[config.mk]
export PLATFORM = sky130hd
export DESIGN_NAME = nmu_front
export DESIGN_NICKNAME = d
export VERILOG_FILES = /design/src/hw/rtl/nmu_pkg.sv /design/src/hw/rtl/nmu_front.sv
export SDC_FILE = /design/constraint.sdc
export NUM_CORES = 1
export LEC_CHECK = 0
export ABC_AREA = 1
export BUFFER_PORTS_ARGS = -buffer_cell sky130_fd_sc_hd__buf_2
export CAP_MARGIN = 20
export CORE_AREA = 2 2 151 153
export DETAILED_ROUTE_END_ITERATION = 8
export DIE_AREA = 0 0 153 155
export PLACE_DENSITY_LB_ADDON = 0.05
export RECOVER_POWER = 100
export SYNTH_ARGS = -nofsm -noshare
export SYNTH_HDL_FRONTEND = slang
export SYNTH_SLANG_ARGS = --single-unit
export TNS_END_PERCENT = 20
[constraint.sdc]
create_clock -name i_clk -period 3.4 [get_ports i_clk]
set_input_delay 0.17 -clock i_clk [delete_from_list [all_inputs] [get_ports i_clk]]
set_output_delay 0.17 -clock i_clk [all_outputs]
set_load 0.005 [all_outputs]
[src/hw/rtl/nmu_pkg.sv]
`timescale 1ns / 1ps
// shared types, constants and rounding helper for the nesterov momentum update block
package nmu_pkg;

    // field and storage geometry
    localparam int LAYER_W  = 3;
    localparam int ENTRY_W  = 12;
    localparam int LAYERS   = 1 << LAYER_W;
    localparam int SLOT_W   = LAYER_W + ENTRY_W;
    localparam int SLOTS    = 1 << SLOT_W;
    localparam int DATA_W   = 32;
    localparam int COEF_W   = 16;
    localparam int FRAC_W   = 16;

    // arithmetic widths
    localparam int PROD_W   = COEF_W + 1 + DATA_W;      // 17 x 32 signed product
    localparam int P2_W     = COEF_W + 2 + DATA_W;      // 18 x 32 signed product
    localparam int ACC_W    = P2_W + 2;                 // headroom for the final sum
    localparam int Q_W      = ACC_W - FRAC_W;
    localparam int RND_HALF = 1 << (FRAC_W - 1);

    // configuration port
    localparam int APB_AW   = 3;
    localparam int APB_DW   = 32;
    localparam logic [COEF_W-1:0] LR_RESET = 16'd655;
    localparam logic [COEF_W-1:0] MU_RESET = 16'd58982;

    typedef enum logic {
        REG_LEARNING_RATE = 1'b0,
        REG_MOMENTUM      = 1'b1
    } t_reg_idx;

    typedef enum logic {
        OP_UPDATE = 1'b0,
        OP_CLEAR  = 1'b1
    } t_op;

    // item leaving the velocity fetch stage
    typedef struct packed {
        logic              valid;
        logic [SLOT_W-1:0] slot;
        logic [DATA_W-1:0] v;
        logic [DATA_W-1:0] grad;
        logic [DATA_W-1:0] weight;
    } t_s2;

    // one forwarding tap: a new velocity not yet visible at the memory read port
    typedef struct packed {
        logic              valid;
        logic [SLOT_W-1:0] slot;
        logic [DATA_W-1:0] nv;
    } t_fwd_tap;

    typedef struct packed {
        t_fwd_tap s3;
        t_fwd_tap s4;
        t_fwd_tap s5;
    } t_fwd;

    typedef struct packed {
        logic [DATA_W-1:0] value;
        logic              sat;
    } t_rnd;

    // round a Q.32 value to Q16.16 (nearest, ties up) and saturate to 32 bits
    function automatic t_rnd rnd_sat(input logic [ACC_W-1:0] x);
        logic [ACC_W-1:0] y;
        logic [Q_W-1:0]   q;
        t_rnd             r;
        y = x + ACC_W'(RND_HALF);
        q = y[ACC_W-1:FRAC_W];
        if (q[Q_W-1:DATA_W-1] == {(Q_W-DATA_W+1){q[Q_W-1]}}) begin
            r.value = q[DATA_W-1:0];
            r.sat   = 1'b0;
        end else begin
            r.sat   = 1'b1;
            r.value = q[Q_W-1] ? {1'b1, {(DATA_W-1){1'b0}}} : {1'b0, {(DATA_W-1){1'b1}}};
        end
        return r;
    endfunction

endpackage

[src/hw/rtl/nmu_front.sv]
`timescale 1ns / 1ps
// request intake, layer seen flags, velocity read and forwarding
module nmu_front import nmu_pkg::*; (
    input  logic               i_clk,
    input  logic               i_rst_n,
    input  logic               i_en,
    input  logic               i_accept,
    input  logic               i_operation,
    input  logic [LAYER_W-1:0] i_layer_index,
    input  logic [ENTRY_W-1:0] i_entry_index,
    input  logic [DATA_W-1:0]  i_gradient,
    input  logic [DATA_W-1:0]  i_weight_in,
    input  logic               i_last_of_pass,
    input  logic [DATA_W-1:0]  i_ram_rdata,
    input  t_fwd               i_fwd,
    output logic               o_hazard,
    output logic               o_ram_re,
    output logic [SLOT_W-1:0]  o_ram_raddr,
    output t_s2                o_s2
);

    logic [SLOT_W-1:0] in_slot;
    logic              is_update;

    logic [LAYERS-1:0] r_layer_seen;

    logic              r_s1_valid;
    logic [SLOT_W-1:0] r_s1_slot;
    logic              r_s1_seen;
    logic [DATA_W-1:0] r_s1_grad;
    logic [DATA_W-1:0] r_s1_weight;

    logic [DATA_W-1:0] n_s2_v;
    logic              r_s2_valid;
    logic [SLOT_W-1:0] r_s2_slot;
    logic [DATA_W-1:0] r_s2_v;
    logic [DATA_W-1:0] r_s2_grad;
    logic [DATA_W-1:0] r_s2_weight;

    assign in_slot   = {i_layer_index, i_entry_index};
    assign is_update = (t_op'(i_operation) == OP_UPDATE);

    // an update to the slot just taken must wait for that slot's new velocity
    assign o_hazard = is_update && r_s1_valid && (r_s1_slot == in_slot);

    // velocity read issued whenever the pipe advances, data held while the pipe is stalled
    assign o_ram_re    = i_en;
    assign o_ram_raddr = in_slot;

    // layer seen flags, updated in request order
    always_ff @(posedge i_clk) begin
        if (!i_rst_n) begin
            r_layer_seen <= '0;
        end else if (i_accept) begin
            if (!is_update) begin
                r_layer_seen <= '0;
            end else if (i_last_of_pass) begin
                r_layer_seen[i_layer_index] <= 1'b1;
            end
        end
    end

    // stage 1 control
    always_ff @(posedge i_clk) begin
        if (!i_rst_n) begin
            r_s1_valid <= 1'b0;
        end else if (i_en) begin
            r_s1_valid <= i_accept && is_update;
        end
    end

    // stage 1 payload
    always_ff @(posedge i_clk) begin
        if (i_en) begin
            r_s1_slot   <= in_slot;
            r_s1_seen   <= r_layer_seen[i_layer_index];
            r_s1_grad   <= i_gradient;
            r_s1_weight <= i_weight_in;
        end
    end

    // old velocity: youngest in-flight write wins over the memory
    always_comb begin
        n_s2_v = i_ram_rdata;
        if (i_fwd.s5.valid && (i_fwd.s5.slot == r_s1_slot)) begin
            n_s2_v = i_fwd.s5.nv;
        end
        if (i_fwd.s4.valid && (i_fwd.s4.slot == r_s1_slot)) begin
            n_s2_v = i_fwd.s4.nv;
        end
        if (i_fwd.s3.valid && (i_fwd.s3.slot == r_s1_slot)) begin
            n_s2_v = i_fwd.s3.nv;
        end
        if (!r_s1_seen) begin
            n_s2_v = '0;
        end
    end

    // stage 2 control
    always_ff @(posedge i_clk) begin
        if (!i_rst_n) begin
            r_s2_valid <= 1'b0;
        end else if (i_en) begin
            r_s2_valid <= r_s1_valid;
        end
    end

    // stage 2 payload
    always_ff @(posedge i_clk) begin
        if (i_en) begin
            r_s2_slot   <= r_s1_slot;
            r_s2_v      <= n_s2_v;
            r_s2_grad   <= r_s1_grad;
            r_s2_weight <= r_s1_weight;
        end
    end

    assign o_s2.valid  = r_s2_valid;
    assign o_s2.slot   = r_s2_slot;
    assign o_s2.v      = r_s2_v;
    assign o_s2.grad   = r_s2_grad;
    assign o_s2.weight = r_s2_weight;

endmodule

# Yosys cells after proc, flatten, opt, wreduce, memory -nomap -nowiden
# Index checks and enable logic that the tools add are counted.
[word_totals]
regBits = 201
in_bits = 261
out_inout_bits = 129
word_cells = 37
[classes]
order_cmp = 2
eq_ne = 4
mux = 9
bitwise = 2
n_reduce_logical = 9
[op_table]
columns = ["op", "n"]
rows = [
  ["32-bit 2-to-1 mux", 3],
  ["15-bit equality test", 4],
  ["8-bit 2-to-1 mux", 2],
  ["8-bit bitwise OR", 1],
  ["1-bit logical AND", 7],
  ["3-bit by 4-bit less-than comparator with 1-bit output, second input constant", 1],
  ["1-bit binary-select mux with 3-bit select", 1],
  ["1-bit demux with 3-bit select", 1],
  ["3-bit by 1-bit greater-or-equal comparator with 1-bit output, second input constant", 1],
  ["1-bit 2-to-1 mux", 2],
  ["2-bit AND reduction", 1],
  ["2-bit nonzero test", 1],
  ["1-bit NOT", 1],
]

# Longest topological paths before layout
# Gate-level depths: netlist of the first run.
[logic_depth]
word_depth = 7
mapped_depth = 11
ltp_nobuf = 10

# Worst setup path before layout of the first run
# No wires, ideal clock.
[synth_timing]
kind = "register to register"
start = "reg r_s1_slot[10]"
end = "reg r_s2_v[10], data pin"
setup_time_ps = 259
arrival_ps = 1333
required_ps = 3141
slack_ps = 1809
stages_incl_launch_ff = 10
path_buffers = 1
period_less_slack_ps = 1591
path_cell_list = "edfxtp_1 > nand2_1 > o21ai_0 > nor2_1 > nand2_1 > nor2_1 > nand2_2 > clkbuf_1 > o21ai_0 > a21oi_1"
[synth_between]
elab_chain_len = 5
word_cells_on_any_way = 9
cone_classes = "eq/ne: 3; mux: 3; reduce/logical: 3"
[synth_rtl]
columns = ["item", "line_no", "text"]
rows = [
  ["from (decl)", "nmu_front.sv:28", "logic [SLOT_W-1:0] r_s1_slot;"],
  ["from (signal assigned)", "nmu_front.sv:75", "r_s1_slot <= in_slot;"],
  ["15-bit equality test", "nmu_front.sv:85", "if (i_fwd.s5.valid && (i_fwd.s5.slot == r_s1_slot)) begin"],
  ["1-bit logical AND", "nmu_front.sv:85", ""],
  ["32-bit 2-to-1 mux", "nmu_front.sv:85", ""],
  ["32-bit 2-to-1 mux", "nmu_front.sv:88", "if (i_fwd.s4.valid && (i_fwd.s4.slot == r_s1_slot)) begin"],
  ["32-bit 2-to-1 mux (*)", "nmu_front.sv:91", "if (i_fwd.s3.valid && (i_fwd.s3.slot == r_s1_slot)) begin"],
  ["to (signal assigned)", "nmu_front.sv:112", "r_s2_v <= n_s2_v;"],
  ["to (decl)", "nmu_front.sv:36", "logic [DATA_W-1:0] r_s2_v;"],
]
# Mark *: on every way between the ends. The rest lies on a longest branch, timed or not.
# A chain may end at the register's enable or synchronous reset.

# Final worst setup path of the first run
[layout_timing]
start = "in i_en"
end = "out o_ram_re"
[layout_rtl]
columns = ["item", "line_no", "text"]
rows = [
  ["from (decl)", "nmu_front.sv:6", "input logic i_en,"],
  ["to (decl)", "nmu_front.sv:17", "output logic o_ram_re,"],
]
# No word-level cell between the ends.

==> results of run 1 <==
-- cell families after synthesis --
kind of cell           after synthesis  synth area share (%)
buffers and inverters              197                  9.58
AO/OA/AOI/OAI                      106                  6.18
XOR/XNOR                             6                 0.586
AND/OR/NAND/NOR                    369                  17.5
flip-flops                         201                  66.2
-- per-stage QoR --
step                worst slack, ns  utilization [%]  hold slack [ns]  cells
global route                  0.397             55.8           0.0359   1637
global placement               1.10             49.9            0.347   1516
detailed placement             1.08             49.9            0.348   1516
CTS                            1.07             56.4          0.00126   1635
finish                        0.653             55.8           0.0294   1638
floorplan                      1.81                -            0.269    879
-- cell type report --
cell class | instances | area, um^2 | share of cell area (%)
tap | 285 | 357 | 2.88
clock inverter | 11 | 67.6 | 0.545
clock buffer | 29 | 598 | 4.83
antenna | 3 | 7.51 | 0.0606
multi-input combinational | 481 | 2180 | 17.6
sequential | 201 | 5940 | 47.9
timing repair buffer | 477 | 2690 | 21.7
inverter | 151 | 567 | 4.57
-- power by group through the flow --
stage | Sequential (W) | Clock, W | Combinational, W
after floorplan | 0.00302 | 0 | 0.000198
after global placement | 0.00301 | 0 | 0.000566
after detailed placement | 0.00302 | 0 | 0.000564
after CTS | 0.00297 | 0.00228 | 0.000641
after global routing | 0.00299 | 0.00238 | 0.000693
final | 0.00298 | 0.00221 | 0.000619
-- cell usage after synthesis --
cell      count  area, um^2
buf_2         9        45.0
nor4_1        3        18.8
xor2_1        5        43.8
nor2_2        2        12.5
a22o_1        3        26.3
nand3_1     100         500
a221oi_1      1        8.76
o211ai_1      1        7.51
inv_1       142         533
nand2_4       1        11.3
nor2_4        3        33.8
edfxtp_1    191        5740
nand4_1       2        12.5
o22ai_1       5        31.3
buf_6         3        33.8
nor2_1       49         184
nand2_2       1        6.26
a21oi_1      43         215
clkbuf_1     11        41.3
inv_2         9        33.8
dfxtp_1      10         200
buf_4        23         173
o21ai_1       2        10.0
o21ai_0      51         255
xnor2_1       1        8.76
nand2_1     201         754
nor3_1        7        35.0
-- worst min-delay path, delay by kind of cell --
family                 cells  cell delay [ns]
AOI/OAI and AO/OA          2             0.18
buffers and inverters      1             0.08
-- registers in the layout, summed over array words and instances (netlist names), 8 cells and up --
signal	cells
r_s1_weight	32
r_layer_seen	8
r_s2_v	32
r_s1_slot	15
r_s2_slot	15
r_s2_grad	32
r_s2_weight	32
r_s1_grad	32
-- layer usage --
| metal | vias up | part of all wire (%) | routed length [um] |
|---|---|---|---|
| met3 | 52 | 7.5 | 2080 |
| met4 | 0 | 2.9 | 809 |
| met5 | - | 0 | 0 |
| met1 | 3594 | 41 | 11300 |
| met2 | 348 | 49 | 13600 |
| li1 | 3811 | - | - |
-- final timing paths --
kind                                  start                         to  slack [ns]
setup / recovery                       i_en                   o_ram_re        0.65
hold reg to reg   r_s1_weight[19]$_DFFE_PP_  r_s2_weight[19]$_DFFE_PP_        0.42
hold / removal                   i_fwd[116]   r_s2_v[20]$_SDFFCE_PN0P_        0.03
setup reg to reg    r_s1_slot[13]$_DFFE_PP_    r_s2_v[6]$_SDFFCE_PN0P_        0.66
==> qor.txt, run 1 <==
Num CTS Buffers - 23
Row count - 55
Most frequent cells in the layout - buf_2 (288), nand2_1 (201), edfxtp_1 (191)
Synthesized netlist cell count - 879
Sw frac - 23.5%
Final Setup Violations - 0
Clock share of power - 38.1%
Min-Delay Path Class - primary input to flop
CP max stage cell - clkbuf_2
Mapped Nets - 1140
Skew final - 0.0250 ns
Die Span X - 153 um
Vias per cell - 4.76
Share of layout cells above drive strength 1 - 25.6%
Mapped Avg Cell Area - 10.2 um^2
Met1 GRT Util - 29.7%
Status - finished with violations
Clk sinks - 201
Clock-pin slew on the worst setup and hold paths - 0.07 ns
Max incr delay on CP - 1.57 ns
Fmax - 0.364 GHz
Setup bufs post-CTS - 0
Drt pass-1 iters - 5
R2r worst-path depth - 10
Post-synthesis cell type count - 27
GRT overflow - 0
Worst-case clock buffer depth - 3
Post-CTS Resized - 0
Busiest layer in global routing - met2
Placed cell areas - 11100 um^2
Data arrival, critical path - 2.58 ns
Post-Syn Area - 8970 um^2
Internal cell power - 0.00444 W
IO Pins - 390
Switching power - 0.00137 W
Slew HR - -54.9%
Initial core utilization - 40.4%
CP top delay family - buffers and inverters
Final hold violation count - 0
RSZ-0062 raised after global routing - no
DRT iter0 DRCs - 482
Gate power share - 10.7%
Port bufs - 389
Worst setup SP type - primary input
Largest net degree at the start of global routing - 91
Net count, final - 1596
Sequential power share - 51.2%
Clock Latency Late Sink - 0.51 ns
GRT Util Overall - 22.3%
Final Max Slew Viols - 90
Critical Path RT - 3.23 ns
CP Cell Sequence - clkbuf_2 > buf_4 > buf_2
P_leak - 5.71 nW
Critical path capture point type - primary output
Met2 Use GR - 37.9%
Final GP Congestion - 0.884
Die Y - 155 um
Final period util - 80.8%
H-tree Lvls - 1
Sequential share of the synthesized area - 66.2%
Worst-Margin Slew - 2.32 ns
VDD IR max - 253 uV
DRT antenna net count - 0
CTS Root Cell - clkbuf_16
Vias in the first global route - 7379
Fill count - 2080
Hold Path Cell Cnt - 3
CTS Hold Buffers Added - 79
CTS tree - yes
Max-cap viol count - 1
Vias post-DR - 7805
Initial antenna violation count - 3
Die Area - 23700 um^2
Core footprint - 22200 um^2
Finished Cell Area - 12400 um^2
Max FO, Critical Path - 90
CP Depth - 3
DRC viols - 0
Drt total wl - 27800 um
Bufs and invs on worst path - 3
Synth warnings - 0
Wire length per cell - 17.0 um
Met3 usage - 3.93%
Pwr/cell area - 469 nW/um^2
Final setup TNS - 0 ns
First-pass GRT wire length - 41500 um
Tot Pwr - 0.00581 W
Detailed Place HPWL - 19800 um
Final min period - 2.75 ns
Area growth, synth to finish - 38.2%
Yosys reg bits - 201
Leading cell type in the layout, fill and taps excluded - buf_2
Crit Path Class - primary input to primary output
Failing checks - capacitance limit, slew limit
Power figures use the tool's default switching activity.
==> inputs of run 2 (changes only) <==
--- a/config.mk
+++ b/config.mk
@@ -5,12 +5,12 @@
 export SDC_FILE = /design/constraint.sdc
 export NUM_CORES = 1
 export LEC_CHECK = 0
-export ABC_AREA = 1
+export ABC_AREA = 0
 export BUFFER_PORTS_ARGS = -buffer_cell sky130_fd_sc_hd__buf_2
 export CAP_MARGIN = 20
-export CORE_AREA = 2 2 151 153
+export CORE_AREA = 2 2 150 152
 export DETAILED_ROUTE_END_ITERATION = 8
-export DIE_AREA = 0 0 153 155
+export DIE_AREA = 0 0 152 154
 export PLACE_DENSITY_LB_ADDON = 0.05
 export RECOVER_POWER = 100
 export SYNTH_ARGS = -nofsm -noshare
==> constraint.sdc (replaced) <==
create_clock -name i_clk -period 2.3 [get_ports i_clk]
set_input_delay 0.115 -clock i_clk [delete_from_list [all_inputs] [get_ports i_clk]]
set_output_delay 0.115 -clock i_clk [all_outputs]
set_load 0.005 [all_outputs]
==> qor.txt, run 2 <==
Pwr/cell area - 701 nW/um^2 (+50%)
Most frequent cells in the layout - buf_2 (288), edfxtp_1 (191), dlygate4sd3_1 (157)
Clock-pin slew on the worst setup and hold paths - 0.06 ns (about the same)
CP Cell Sequence - clkbuf_2 > xnor2_2 > nand4_1 > or4_4 > clkbuf_8 > mux2i_1 > o221ai_1
P_leak - 5.23 nW (-8.4%)
Mapped Nets - 755 (-34%)
Top-count cell post-synth - edfxtp_1
Largest net degree at the start of global routing - 51 (-44%)
Vias per cell - 4.77 (+0.12%)
Num CTS Buffers - 23 (unchanged)
Fmax - 0.454 GHz
Worst setup SP type - flop
Slew HR - -1.31% (+54 points)
Max-cap viol count - 1 (unchanged)
Post-synth top cells - edfxtp_1 (191), xnor2_1 (55), mux2i_1 (33)
Final Setup Violations - 0 (unchanged)
Min-Delay Path Class - primary input to flop
CTS Root Cell - clkbuf_16
Worst-case clock buffer depth - 3 (unchanged)
Fill count - 1835 (-12%)
Die Y - 154 um (-0.65%)
Top cells by area, synth - edfxtp_1 (72%), xnor2_1 (6.0%), mux2i_1 (4.1%)
Fin Hold WS - -0.00257 ns (-0.0320 ns)
Net count, final - 1314 (-18%)
Cell taking the most area after synthesis - edfxtp_1
Post-Place Cells - 1142 (-25%)
Core footprint - 21700 um^2 (-2.4%)
Top-area cell type share of the netlist area - 71.5% (+7.6 points)
IO Pins - 390 (unchanged)
Post-Syn Area - 8020 um^2 (-11%)
GRT overflow - 0 (unchanged)
Share of layout cells above drive strength 1 - 34.5% (+8.9 points)
H-tree Lvls - 1 (unchanged)
Bufs and invs on worst path - 2 (-1)
CP max stage cell - or4_4
Final GP Congestion - 0.893 (+1.0%)
Die Span X - 152 um (-0.65%)
Critical Path RT - 2.55 ns (-0.68 ns)
Final period util - 95.8%
Synth Flop Type - edfxtp_1
Die Area - 23400 um^2 (-1.3%)
Vias in the first global route - 6895 (-6.6%)
DRT antenna net count - 0 (unchanged)
Final hold violation count - 4 (+4)
Final min period - 2.20 ns
Yosys reg bits - 201 (unchanged)
Status - finished with violations
Leading cell type in the layout, fill and taps excluded - buf_2
Post-synth EDFFs - 191 (unchanged)
Drt pass-1 iters - 5 (unchanged)
Finished Layout Cells - 1353 (-17%)
Post-synthesis cell type count - 33 (+22%)
Skew final - 0.00770 ns (-0.0173 ns)
Final setup TNS - 0 ns (unchanged)
Vias post-DR - 6455 (-17%)
Crit Path Class - flop to flop
Detailed Place HPWL - 17700 um (-10%)
DRT iter0 DRCs - 371 (-23%)
CP top delay family - simple AND/OR/NAND/NOR gates
Max FO, Critical Path - 8 (-91%)
Asr flop ratio synth - 0% (unchanged)
Data arrival, critical path - 2.45 ns (-0.13 ns)
Critical path capture point type - flop
Sequential share of the synthesized area - 74.0% (+7.9 points)
Initial core utilization - 37.0% (-3.4 points)
Failing checks - hold timing, capacitance limit, slew limit
Area growth, synth to finish - 56.6%
Synth warnings - 0 (unchanged)
Wire length per cell - 19.2 um (+13%)
Row count - 54 (-1.8%)
Max incr delay on CP - 0.61 ns (-0.96 ns)
VDD IR max - 489 uV (+93%)
Port bufs - 389 (unchanged)
Clk sinks - 201 (unchanged)
Final Max Slew Viols - 30 (-67%)
Drt total wl - 25900 um (-6.8%)
First-pass GRT wire length - 38000 um (-8.4%)
GRT Util Overall - 20.8% (-1.5 points)
Synthesized netlist cell count - 494 (-44%)
Mapped Avg Cell Area - 16.2 um^2 (+59%)
DRC viols - 0 (unchanged)
RSZ-0062 raised after global routing - yes
Initial antenna violation count - 5 (+2)
CTS tree - yes
Worst-Margin Slew - 1.52 ns (-0.804 ns)
Clock Latency Late Sink - 0.51 ns (about the same)
==> run 2: cell types whose count changed after synthesis, sizes merged, moves of 5 or more <==
cell and delta:
nand2 -198, o22ai -5, mux2i +33, nor2 -43, nor3 -6, a21oi -37
nand3 -68, xnor2 +54, o221ai +31, nand4 +13, o21ai -52, inv -119
==> run 2: layer usage <==
layer	global-route usage [%]	share of wire [%]	vias up	wire length (um)
met3	6.48	8.7	67	2250
li1	-	-	2974	-
met4	7.65	3.5	2	901
met1	23.8	38	3087	9800
met5	0	0.050	-	13
met2	36.7	50	325	13000
==> run 2: final timing paths <==
check	startpoint	end	slack, ns	cells after the start
setup / recovery	r_s1_slot[6]$_DFFE_PP_	r_s2_v[16]$_SDFFCE_PN0P_	0.1	7
hold / removal	i_fwd[14]	r_s2_v[14]$_SDFFCE_PN0P_	-0.003	3
setup reg to reg	r_s1_slot[6]$_DFFE_PP_	r_s2_v[16]$_SDFFCE_PN0P_	0.1	7
hold reg to reg	r_s1_grad[24]$_DFFE_PP_	r_s2_grad[24]$_DFFE_PP_	0.42	0
==> run 2: timing repair <==
item	4_1_cts	5_1_grt
setup buffers	0	5
pin swaps	1	22
endpoints found under the hold margin	113	2
hold buffers	155	2
cloned	1	3
resized for setup	5	7
endpoints found under the setup margin	33	33
==> run 2: layout make-up <==
type                       count  area, um^2  area share (%)
timing repair buffer         581        3730            29.7
tap                          280         350            2.79
clock inverter                15         118           0.936
inverter                      32         120           0.956
clock buffer                  27         591            4.70
antenna                        3        7.51          0.0598
sequential                   201        5940            47.3
multi-input combinational    214        1710            13.6
==> run 2: metrics by stage <==
step	setup WS (ns)	hold WS [ns]	total power [W]	utilization [%]	cell area, um^2
after CTS	0.0125	0.000113	0.00892	58.2	12600
after global placement	-0.0123	0.292	0.00523	47.5	10300
after global routing	-0.0143	0.00432	0.00918	57.9	12600
after detailed placement	-0.0555	0.293	0.00525	47.5	10300
after floorplan	0.243	0.214	0.00471	-	8020
final	0.0975	-0.00257	0.00881	57.9	12600
==> run 2: power by group <==
group / internal, W / switching [W] / total (W)
logic: 0.000560 / 0.000453 / 0.00101
registers: 0.00430 / 0.0000759 / 0.00437
clock network: 0.00197 / 0.00146 / 0.00342
==> run 2: tightest hold or removal path, stage by stage <==
cell and delay, ns:
buf_2 0.07, mux2i_1 0.06, o221ai_1 0.15
==> run 2: cell families after synthesis <==
kind of cell           synth area share, %
AO/OA/AOI/OAI                         4.17
XOR/XNOR                              6.55
buffers and inverters                 5.27
flip-flops                            74.0
multiplexers                          4.68
AND/OR/NAND/NOR                       5.31
