**src/hw/rtl/nmu_pkg.sv**
```systemverilog
`timescale 1ns / 1ps
// shared types, constants and rounding helper for the nesterov momentum update block
package nmu_pkg;

    // field and storage geometry
    localparam int LAYER_W  = 3;
    localparam int ENTRY_W  = 12;
    localparam int LAYERS   = 1 << LAYER_W;
    localparam int SLOT_W   = LAYER_W + ENTRY_W;
    localparam int SLOTS    = 1 << SLOT_W;
    localparam int DATA_W   = 32;
    localparam int COEF_W   = 16;
    localparam int FRAC_W   = 16;

    // arithmetic widths
    localparam int PROD_W   = COEF_W + 1 + DATA_W;      // 17 x 32 signed product
    localparam int P2_W     = COEF_W + 2 + DATA_W;      // 18 x 32 signed product
    localparam int ACC_W    = P2_W + 2;                 // headroom for the final sum
    localparam int Q_W      = ACC_W - FRAC_W;
    localparam int RND_HALF = 1 << (FRAC_W - 1);

    // configuration port
    localparam int APB_AW   = 3;
    localparam int APB_DW   = 32;
    localparam logic [COEF_W-1:0] LR_RESET = 16'd655;
    localparam logic [COEF_W-1:0] MU_RESET = 16'd58982;

    typedef enum logic {
        REG_LEARNING_RATE = 1'b0,
        REG_MOMENTUM      = 1'b1
    } t_reg_idx;

    typedef enum logic {
        OP_UPDATE = 1'b0,
        OP_CLEAR  = 1'b1
    } t_op;

    // item leaving the velocity fetch stage
    typedef struct packed {
        logic              valid;
        logic [SLOT_W-1:0] slot;
        logic [DATA_W-1:0] v;
        logic [DATA_W-1:0] grad;
        logic [DATA_W-1:0] weight;
    } t_s2;

    // one forwarding tap: a new velocity not yet visible at the memory read port
    typedef struct packed {
        logic              valid;
        logic [SLOT_W-1:0] slot;
        logic [DATA_W-1:0] nv;
    } t_fwd_tap;

    typedef struct packed {
        t_fwd_tap s3;
        t_fwd_tap s4;
        t_fwd_tap s5;
    } t_fwd;

    typedef struct packed {
        logic [DATA_W-1:0] value;
        logic              sat;
    } t_rnd;

    // round a Q.32 value to Q16.16 (nearest, ties up) and saturate to 32 bits
    function automatic t_rnd rnd_sat(input logic [ACC_W-1:0] x);
        logic [ACC_W-1:0] y;
        logic [Q_W-1:0]   q;
        t_rnd             r;
        y = x + ACC_W'(RND_HALF);
        q = y[ACC_W-1:FRAC_W];
        if (q[Q_W-1:DATA_W-1] == {(Q_W-DATA_W+1){q[Q_W-1]}}) begin
            r.value = q[DATA_W-1:0];
            r.sat   = 1'b0;
        end else begin
            r.sat   = 1'b1;
            r.value = q[Q_W-1] ? {1'b1, {(DATA_W-1){1'b0}}} : {1'b0, {(DATA_W-1){1'b1}}};
        end
        return r;
    endfunction

endpackage

```
**src/hw/rtl/nmu_apb_regs.sv**
```systemverilog
`timescale 1ns / 1ps
// apb configuration registers: learning rate and momentum
module nmu_apb_regs import nmu_pkg::*; (
    input  logic              i_clk,
    input  logic              i_rst_n,
    input  logic              psel,
    input  logic              penable,
    input  logic              pwrite,
    input  logic [APB_AW-1:0] paddr,
    input  logic [APB_DW-1:0] pwdata,
    output logic [APB_DW-1:0] prdata,
    output logic              pready,
    output logic [COEF_W-1:0] o_learning_rate,
    output logic [COEF_W-1:0] o_momentum
);

    logic              wr_req;
    t_reg_idx          reg_idx;
    logic [COEF_W-1:0] r_learning_rate;
    logic [COEF_W-1:0] r_momentum;

    assign pready  = 1'b1;
    assign wr_req  = psel && penable && pwrite && pready;
    assign reg_idx = t_reg_idx'(paddr[2]);

    // register writes
    always_ff @(posedge i_clk) begin
        if (!i_rst_n) begin
            r_learning_rate <= LR_RESET;
            r_momentum      <= MU_RESET;
        end else if (wr_req) begin
            case (reg_idx)
                REG_LEARNING_RATE: r_learning_rate <= pwdata[COEF_W-1:0];
                REG_MOMENTUM:      r_momentum      <= pwdata[COEF_W-1:0];
                default:           r_momentum      <= r_momentum;
            endcase
        end
    end

    // read back
    always_comb begin
        case (reg_idx)
            REG_LEARNING_RATE: prdata = {{(APB_DW-COEF_W){1'b0}}, r_learning_rate};
            REG_MOMENTUM:      prdata = {{(APB_DW-COEF_W){1'b0}}, r_momentum};
            default:           prdata = '0;
        endcase
    end

    assign o_learning_rate = r_learning_rate;
    assign o_momentum      = r_momentum;

endmodule

```
**config.mk**
```make
export PLATFORM = sky130hd
export DESIGN_NAME = nmu_apb_regs
export DESIGN_NICKNAME = d
export VERILOG_FILES = /design/src/hw/rtl/nmu_pkg.sv /design/src/hw/rtl/nmu_apb_regs.sv
export SDC_FILE = /design/constraint.sdc
export NUM_CORES = 1
export LEC_CHECK = 0
export BUFFER_PORTS_ARGS = -buffer_cell sky130_fd_sc_hd__buf_2
export CORE_UTILIZATION = 35
export DETAILED_ROUTE_END_ITERATION = 16
export GPL_TIMING_DRIVEN = 0
export PLACE_DENSITY = 0.68
export SLEW_MARGIN = 20
export SYNTH_ARGS = -nofsm -noshare
export SYNTH_HDL_FRONTEND = slang
export SYNTH_SLANG_ARGS = --single-unit
```
**constraint.sdc**
```tcl
create_clock -name i_clk -period 2 [get_ports i_clk]
set_clock_uncertainty 0.05 [all_clocks]
set_input_delay 0.2 -clock i_clk [delete_from_list [all_inputs] [get_ports i_clk]]
set_output_delay 0.2 -clock i_clk [all_outputs]
set_load 0.1 [all_outputs]
```
## Yosys cells after proc, flatten, opt, wreduce, memory -nomap -nowiden

Cells that the tools add are included.
Widths: inputs -> output; s select.

- Muxes and demuxes: 1
- Bitwise operators: 1
- Reductions and logical operators: 4

Operators with widths:

| operator | number |
|---|---|
| $pmux 32 s2 | 1 |
| $reduce_and 2->1 | 2 |
| $logic_and 1x1->1 | 2 |
| $not 1->1 | 1 |

- Flip-flop bits (word level): 32
- Output and inout bits: 65

## Logic depth before layout (Yosys ltp)

Gate-level depths: netlist of the first run.

- Word-level depth: 3
- Gate-level depth with buffers: 5
- Mapped depth without buffers: 2

## Worst setup path after synthesis of the first run

No wires, ideal clock.

- Path kind: register to output
- From: reg r_momentum[10] (netlist: o_momentum[10])
- To: out prdata[10]
- Arrival: 1.604 ns
- Data required time: 1.750 ns
- Slack: 0.146 ns
- Cell stages (with the launch flop): 2
- Path buffers: 0
- Path through: dfxtp_1 mux2_2

- Word-level cells in the longest chain between the ends: 1

Ends and longest elaborated chain:

| element | line | source |
|---|---|---|
| start: declaration | nmu_apb_regs.sv:20 | `logic [COEF_W-1:0] r_momentum;` |
| start signal: assignment | nmu_apb_regs.sv:34 | `REG_MOMENTUM: r_momentum <= pwdata[COEF_W-1:0];` |
| start signal: assignment | nmu_apb_regs.sv:35 | `default: r_momentum <= r_momentum;` |
| $pmux 32 s2 | nmu_apb_regs.sv:42 | `case (reg_idx)` |
| end: declaration | nmu_apb_regs.sv:11 | `output logic [APB_DW-1:0] prdata,` |

Every way passes these cells. The select of a mux whose other input is x is not followed.

## Worst setup path after layout of the first run

- From: in paddr[2]
- To: out prdata[14]

- Word-level cells in the longest chain between the ends: 2

Ends and longest elaborated chain:

| element | line | source |
|---|---|---|
| start: declaration | nmu_apb_regs.sv:9 | `input logic [APB_AW-1:0] paddr,` |
| $not 1->1 | -- |  |
| $pmux 32 s2 * | nmu_apb_regs.sv:42 |  |

Every way passes the cells marked *; elsewhere a longest branch is shown, timed or not. The select of a mux whose other input is x is not followed.

==> results of run 1 <==
==> final timing paths <==
path,start,end,slack [ns]
setup / recovery,paddr[2],prdata[14],0.48
hold / removal,pwdata[10],o_learning_rate[10],0.13
setup reg to reg,o_momentum[2],o_momentum[2],1.30
hold reg to reg,o_learning_rate[5],o_learning_rate[5],0.42
==> sequential cells by signal, summed over array words and instances, names as in the netlist <==
register	cells
o_learning_rate	16
o_momentum	16
==> logic make-up (layout without fill, tap and decap cells) <==
| logic type | count (synthesis) | in the layout |
|---|---|---|
| multiplexers | 48 | 48 |
| buffers and inverters | 29 | 104 |
| AND/OR/NAND/NOR | 60 | 60 |
| other | 2 | 17 |
| flip-flops | 32 | 32 |
==> synthesized netlist by cell type (all sizes together) <==
master	instances	area [µm²]
nand4	1	6.260
conb	2	7.510
dfxtp	32	640.6
mux2i	32	320.3
mux2	16	180.2
clkbuf	5	18.77
and4b	1	10.01
nor2b	27	168.9
nand2	30	112.6
buf	24	196.4
and4	1	8.760
==> placed cells by master (no fill, tap or decap) <==
master,instances
mux2i_1,32
conb_1,17
buf_12,1
and4b_1,1
mux2_2,16
nand4_1,1
nand2_1,30
buf_4,17
clkbuf_8,6
and4_1,1
nor2b_1,27
buf_2,70
buf_6,3
dfxtp_1,32
clkbuf_1,7
==> layout make-up <==
class,count,share of cell area
flip-flops and latches,32,0.2889
well taps,52,0.02935
clock buffers,8,0.04063
multi-input cells,125,0.3928
repair buffers,67,0.1512
plain buffers,29,0.09707
==> per-layer routing <==
layer  wire (µm)  track usage  up-vias  part of all wire
met5           0            0        -                 0
met4          73      0.06444        0             0.018
met3         250      0.04416        8             0.063
met2        1812       0.2575       59              0.46
met1        1833       0.1995      617              0.46
li1            -            -      707                 -
==> worst register-to-register path: stages, from the launching register on <==
cell     delay [ns]
dfxtp_1        0.32
nor2b_1        0.13
mux2i_1        0.09
==> power breakdown <==
part | internal [mW] | total (mW) | switching [mW]
Combinational | 0.108 | 0.547 | 0.438
Sequential | 0.652 | 0.662 | 0.0103
Clock | 0.280 | 0.510 | 0.229
==> impl_metrics.csv, run 1 <==
group,metric,value,unit
critical_path,rr_worst_depth,2,
placement,io_buffers,67,
placement,dpl-instance-area,2127,µm²
synth,synth_top_family_by_area,"multiplexers",
worst_hold_path,holdPathStages,3,
clock_tree,post_cts_buffers,0,
clock_tree,htreeDepth,2,
synth,synth_compound_area_frac,0,
finish,nFillCells,443,
run_status,status,"completed",
routing,via_count,1391,
die,fp.dieW,71.08,µm
synth,synthCells,171,
critical_path,cp_top_family,"buffers and inverters",
critical_path,arrival,1.27,ns
clock_tree,ctsHoldBuffers,0,
grt,grt_max_degree,11,
critical_path,slowest_stage,"mux2_2",
finish,final_cells,313,
critical_path,worstSetupStartpointType,"input port",
clock_tree,cts_sinks,32,
finish,multiInputGateArea,870.8,µm²
routing,ant_nets,0,
synth,synthesis.area,1670,µm²
critical_path,critPathKind,"in2out",
critical_path,path_depth,4,
finish,nets,300,
finish,stdcell_area,2217,µm²
synth,yosys_warnings,0,
critical_path,path_common_cell,"buf_2",
finish,final-seq-area,640.6,µm²
clock_tree,cts_tree,"yes",
routing,via_per_inst,4.444,
synth,ys_ff_latch,32,
timing,layout_min_cycle_time,1.519,ns
critical_path,cp_slowest_stage_delay,0.37,ns
synth,synth_area_per_cell,9.768,µm²
critical_path,path_buf_inv,3,
synth,synthXorXnorAreaFrac,0,
timing,tns,0,ns
timing,setup_ws,0.4813,ns
timing,final_max_slew_viol_count,0,
timing,max_slew_margin,0.6258,
routing,firstDrtPassIters,9,
die,dieHeight,71.08,µm
timing,holdWs,0.1272,ns
critical_path,cp-end-kind,"output port",
grt,grt_pass1_vias,1237,
grt,antenna_found_initial,0,
die,initial_core_util,0.3733,
power,p_total,1.719,mW
synth,muxShareOfSynthArea,0.2996,
die,die_area,5052,µm²
critical_path,worstPathRequired,1.75,ns
synth,synth-simple-area-share,0.1835,
critical_path,crit_chain,"buf_6 -> buf_2 -> mux2_2 -> buf_2",
timing,worst_slew_pin_slew,0.5614,ns
power,vdd_drop_max,0.4315,mV
routing,wl_per_cell,12.68,µm
grt,grtUsageTotal,0.1587,
routing,totalWireLength,3969,µm
grt,gr-total-overflow,0,
synth,synth.distinct_cells,14,
finish,drive_gt1_frac,0.4330,
clock_tree,cts-root-buf,"clkbuf_8",
critical_path,path_max_fanout,10,
placement,dp.cells,305,
placement,dp.final_hpwl,2871,µm
clock_tree,cts_buffer_depth,2,
die,coreArea,4474,µm²
power,cellPowerDensity,775.2,nW/µm²
timing,hold_violations,0,
power,leakage,1.021,nW
timing,period_share,0.7594,
timing,setup_viol,0,
routing,route.detailed.drc,0,
timing,rsz0062_at_grt,"false",
routing,first_iter_violations,39,
synth,synth_adder_area_share,0,
placement,place_congestion,0.7194,
die,num_rows,24,
grt,grt_pass1_wl,6044,µm
clock_tree,clk_pin_slew,0.07,ns
synth,seq_area_frac_synth,0.3835,
flow_run,drv_cap,0,
die,io_pins,105,
worst_hold_path,hp-class,"in2reg",
finish,diodes,0,
clock_tree,numCtsBuffers,5,
timing,fmax,0.6585,GHz
clock_tree,worstSkewPairLatency,0.28,ns
clock_tree,cts_resized,0,
finish,area_delta_synth_final,32.73,%
finish,post-route-util,0.4955,
placement,post-place-ws,0.4609,ns
Note: power is estimated with default switching activity, not from simulation.
==> run 2: changes to the inputs <==
Settings changed: ABC_AREA set to 1, PLACE_DENSITY 0.68 to 0.7.
Clock period 2 ns to 1.25 ns, I/O delays scaled along.
==> impl_metrics.csv, run 2 <==
group,metric,value,unit
timing,layout_min_cycle_time,1.226,ns
clock_tree,post_cts_buffers,0,
finish,mostFrequentLayoutCell,"nand2_1",
critical_path,crit-reg2reg-launch,"o_momentum[5]",
routing,via_per_inst,4.523,
critical_path,reg2reg_slack,0.59,ns
run_status,status,"complete, but fails checks",
finish,post-route-util,0.5797,
power,vdd_drop_max,0.6519,mV
grt,grtUsageTotal,0.1948,
placement,io_buffers,68,
die,die_area,5035,µm²
synth,netlist.area_leader.share,0.3850,
critical_path,crit_chain,"buf_2",
synth,ys_top_cells_by_area,"dfxtp_1 38%, nand2_1 21%, nand3_1 9.3%",
routing,route.detailed.drc,4,
critical_path,rr_worst_depth,2,
finish,nFillCells,458,
routing,via_count,1755,
critical_path,worstReg2RegEnd,"o_momentum[5]",
power,pwr-share-clk,0.254,
synth,synthTopCellsByCount,"95 x nand2_1, 32 x dfxtp_1, 32 x nor2_1",
worst_hold_path,min_from,"pwdata[2]",
run_status,violations,"design-rule violations",
finish,most-common-layout-cells,"79 x nand2_1, 37 x buf_2, 32 x nor2_1, 31 x nand3_1, 31 x dfxtp_4",
synth,synth.most_common_cell,"nand2_1",
finish,diodes,0,
worst_hold_path,holdPathStages,3,
critical_path,slowest_stage,"buf_2",
routing,first_iter_violations,104,
finish,nets,375,
grt,gr-total-overflow,0,
synth,seq_area_frac_synth,0.3850,
synth,synthCells,245,
grt,grtUsageMet3,0.04843,
grt,antenna_found_initial,0,
clock_tree,numCtsBuffers,5,
worst_hold_path,hold_end,"o_learning_rate[2]",
finish,area_delta_synth_final,55.86,%
die,num_rows,24,
power,netSwitchingPower,1.364,mW
clock_tree,cts_buffer_depth,2,
worst_hold_path,hp-class,"in2reg",
timing,max_slew_margin,0.6301,
timing,worst_slew_pin_slew,0.5549,ns
finish,multiInputGateArea,934.6,µm²
die,dieHeight,70.96,µm
clock_tree,clk_pin_slew,0.07,ns
die,io_pins,105,
placement,dp.final_hpwl,3375,µm
routing,firstDrtPassIters,12,
clock_tree,cts_sinks,32,
timing,period_share,0.9805,
power,power_frac_seq,0.345,
placement,post-place-ws,-0.3653,ns
synth,synth_edf_count,0,
routing,ant_nets,0,
power,cellPowerDensity,1163,nW/µm²
critical_path,worstSetupStartpointType,"flop",
timing,final_max_slew_viol_count,0,
synth,synth.distinct_cells,18,
finish,drive_gt1_frac,0.4732,
routing,wl_per_cell,12.15,µm
clock_tree,htreeDepth,2,
critical_path,cp_slowest_stage_delay,0.42,ns
power,p_int,1.654,mW
synth,yosys_most_used_dff,"dfxtp_1",
synth,synthArstFlopShare,0,
grt,grt_pass1_vias,1504,
die,initial_core_util,0.3719,
power,leakage,1.364,nW
die,fp.dieW,70.96,µm
timing,setup_ws,0.02439,ns
clock_tree,cts-root-buf,"clkbuf_8",
critical_path,worstPathRequired,1.08,ns
synth,yosys_warnings,0,
critical_path,cp-end-kind,"output port",
grt,busiest_layer,"met2",
critical_path,arrival,1.05,ns
timing,hold_violations,0,
critical_path,path_max_fanout,3,
critical_path,path_buf_inv,1,
placement,place_congestion,0.7967,
grt,grtUsageMet2,0.3226,
grt,grt_util_met1,0.2485,
synth,synth_area_per_cell,6.792,µm²
power,netSwitchingFraction,0.4520,
clock_tree,cts_tree,"yes",
synth,synthesis.area,1664,µm²
synth,ys_ff_latch,32,
timing,setup_viol,0,
clock_tree,worstSkewPairLatency,0.28,ns
power,p_comb_frac,0.401,
critical_path,critPathKind,"reg2out",
flow_run,drv_cap,0,
grt,grt_max_degree,11,
synth,synth_area_leader_cell,"dfxtp_1",
critical_path,cp_top_family,"buffers and inverters",
power,p_total,3.018,mW
finish,final-seq-area,758.2,µm²
routing,totalWireLength,4715,µm
die,coreArea,4474,µm²
timing,fmax,0.8159,GHz
grt,grt_pass1_wl,7341,µm
==> run 2: power groups by stage <==
stage	clock network [mW]	registers, mW	logic [mW]
2_1_floorplan	0	1.33	0.732
3_3_place_gp	0	1.06	1.14
3_5_place_dp	0	1.06	1.15
4_1_cts	0.784	1.04	1.19
5_1_grt	0.842	1.05	1.26
6_report	0.767	1.04	1.21
==> run 2: layout make-up <==
cell class | count | area share
clock inverter | 1 | 0.001930
buffer | 28 | 0.08201
tap | 52 | 0.02508
sequential | 32 | 0.2923
timing repair buffer | 68 | 0.1862
inverter | 15 | 0.02267
clock buffer | 7 | 0.02943
multi-input combinational | 185 | 0.3603
==> run 2: timing repair <==
item | 4_1_cts | 5_1_grt
hold buffers | 0 | 0
setup endpoints to repair | 16 | 29
resized for setup | 24 | 29
==> run 2: stage by stage <==
stage                     cells  cell area, µm²  hold slack (ns)    TNS, ns
after floorplan             260            1958           0.1860   -0.01113
after global placement      380            2364           0.3030     -4.797
after detailed placement    380            2364           0.3125     -4.801
after CTS                   388            2510          0.01283          0
after global routing        388            2594         0.004409  -0.008995
final                       388            2594          0.01615          0
==> run 2: cell families (layout without fill, tap and decap cells) <==
| kind of cell | Yosys count | after routing | synth area share |
|---|---|---|---|
| and+or+nand+nor | 168 | 168 | 0.4511 |
| buffers and inverters | 43 | 119 | 0.1594 |
| DFF | 32 | 32 | 0.3850 |
| other | 2 | 17 | 0.004513 |
==> run 2: routing by layer <==
metal  wire length, µm  vias up
met5                 0        -
met4                65        0
met3               285        7
met2              2251       74
met1              2113      780
li1                  -      894
==> run 2: how the worst max path moves through the flow <==
stage          depth (start not counted)  slack (ns)       endpoint           startpoint
6_report                               1        0.02  o_momentum[0]        o_momentum[0]
3_3_place_gp                           5       -0.36      prdata[7]             paddr[2]
5_1_grt                                3      -0.005      prdata[3]        o_momentum[3]
3_5_place_dp                           5       -0.37     prdata[14]             paddr[2]
4_1_cts                                3       0.001     prdata[12]       o_momentum[12]
2_1_floorplan                          2       -0.01     prdata[12]  o_learning_rate[12]
==> run 3: changes to the inputs <==
Settings changed: HOLD_SLACK_MARGIN set to 0.12.
==> impl_metrics.csv, run 3 (synthesis gave the netlist of run 2 again) <==
group,metric,value,unit
timing,layout_min_cycle_time,1.225,ns
placement,place_congestion,0.7967,
grt,antenna_found_initial,0,
finish,mostFrequentLayoutCell,"nand2_1",
finish,diodes,0,
power,netSwitchingFraction,0.4499,
run_status,violations,"design-rule violations",
timing,max_slew_margin,0.6444,
grt,gr-total-overflow,0,
power,pwr-share-clk,0.252,
placement,post-place-ws,-0.3653,ns
critical_path,cp_top_family,"buffers and inverters",
critical_path,path_max_fanout,3,
finish,nets,388,
power,p_int,1.681,mW
finish,final_cells,401,
flow_run,drv_cap,0,
clock_tree,worstSkewPairLatency,0.29,ns
clock_tree,clk_pin_slew,0.06,ns
finish,area_delta_synth_final,63.91,%
die,die_area,5035,µm²
timing,hold_violations,0,
placement,io_buffers,68,
routing,via_per_inst,4.504,
critical_path,worstPathRequired,1.08,ns
power,p_total,3.056,mW
critical_path,crit-reg2reg-launch,"o_learning_rate[3]",
critical_path,crit_chain,"buf_2",
critical_path,arrival,1.05,ns
routing,firstDrtPassIters,12,
critical_path,rr_worst_depth,2,
timing,setup_viol,0,
grt,grt_pass1_wl,7548,µm
power,netSwitchingPower,1.375,mW
die,fp.dieW,70.96,µm
power,vdd_drop_max,0.7090,mV
worst_hold_path,hold_end,"o_learning_rate[8]",
timing,tns,0,ns
grt,grt_pass1_vias,1565,
power,leakage,1.417,nW
placement,dp.cells,380,
grt,grt_max_degree,11,
clock_tree,htreeDepth,2,
timing,holdWs,0.1264,ns
worst_hold_path,min_from,"pwdata[8]",
placement,dp.final_hpwl,3375,µm
worst_hold_path,hp-class,"in2reg",
routing,totalWireLength,4927,µm
clock_tree,cts_buffer_depth,2,
clock_tree,cts_tree,"yes",
run_status,status,"complete, but fails checks",
critical_path,critPathKind,"reg2out",
critical_path,path_buf_inv,1,
critical_path,cp_slowest_stage_delay,0.42,ns
routing,via_count,1806,
critical_path,path_depth,1,
critical_path,cp-end-kind,"output port",
clock_tree,cts-root-buf,"clkbuf_8",
power,p_comb_frac,0.407,
routing,route.detailed.drc,4,
die,initial_core_util,0.3719,
routing,first_iter_violations,100,
timing,setup_ws,0.02524,ns
die,dieHeight,70.96,µm
power,cellPowerDensity,1120,nW/µm²
critical_path,worstSetupStartpointType,"flop",
finish,drive_gt1_frac,0.4556,
grt,grtUsageTotal,0.2002,
worst_hold_path,holdPathStages,5,
die,num_rows,24,
clock_tree,numCtsBuffers,5,
die,coreArea,4474,µm²
routing,ant_nets,0,
timing,worst_slew_pin_slew,0.5333,ns
critical_path,worstReg2RegEnd,"o_learning_rate[3]",
timing,period_share,0.9798,
critical_path,slowest_stage,"buf_2",
finish,most-common-layout-cells,"79 x nand2_1, 37 x buf_2, 32 x nor2_1, 31 x nand3_1, 31 x dfxtp_4",
power,power_frac_seq,0.341,
die,io_pins,105,
routing,wl_per_cell,12.29,µm
timing,final_max_slew_viol_count,0,
timing,fmax,0.8165,GHz
critical_path,reg2reg_slack,0.59,ns
clock_tree,cts_sinks,32,
==> run 3: layout make-up <==
cell class                      count  area (µm²)
Buffer                             28       216.5
Clock buffer                        7       76.32
Clock inverter                      1       5.005
Fill cell                         442        1747
Inverter                           15       58.81
Multi-Input combinational cell    185       934.6
Sequential cell                    32       758.2
Tap cell                           52       65.06
Timing Repair Buffer               81       613.1
==> run 3: how the worst max path moves through the flow <==
stage / slack, ns / end / start
after CTS: 0.001 / prdata[12] / o_momentum[12]
final: 0.03 / o_learning_rate[10] / o_learning_rate[10]
after floorplan: -0.01 / prdata[12] / o_learning_rate[12]
after global routing: -0.003 / prdata[0] / o_momentum[0]
after detailed placement: -0.37 / prdata[14] / paddr[2]
after global placement: -0.36 / prdata[7] / paddr[2]
==> run 3: power groups by stage <==
stage	combinational [mW]	clock [mW]	sequential [mW]
after floorplan	0.732	0	1.33
after global placement	1.14	0	1.06
after detailed placement	1.15	0	1.06
after CTS	1.22	0.784	1.04
after global routing	1.29	0.842	1.05
final	1.25	0.769	1.04
==> run 3: what timing repair did <==
item / in CTS / in global routing
pin swaps: 0 / 0
setup buffers: 0 / 0
setup endpoints to repair: 16 / 29
hold buffers: 13 / 0
gates resized for setup: 24 / 30
endpoints found under the hold margin: 18 / 0
==> run 3: stage by stage <==
stage | utilization | area [µm²]
6_report | 0.6096 | 2728
3_5_place_dp | 0.5282 | 2364
2_1_floorplan | - | 1958
4_1_cts | 0.5900 | 2640
5_1_grt | 0.6096 | 2728
3_3_place_gp | 0.5282 | 2364
==> run 3: metal layers <==
layer | vias to the layer above | part of all wire | wire length [µm] | GRT usage
met5 | - | 0 | 0 | 0
met4 | 0 | 0.016 | 77 | 0.07333
met3 | 8 | 0.052 | 258 | 0.05128
met2 | 70 | 0.50 | 2449 | 0.3344
met1 | 808 | 0.43 | 2141 | 0.2493
li1 | 920 | - | - | -
==> run 3: worst min-delay path, cell delays in order <==
cell	delay, ns
buf_2	0.07
inv_1	0.04
nand3_1	0.07
nand2_1	0.04
nor2_1	0.07
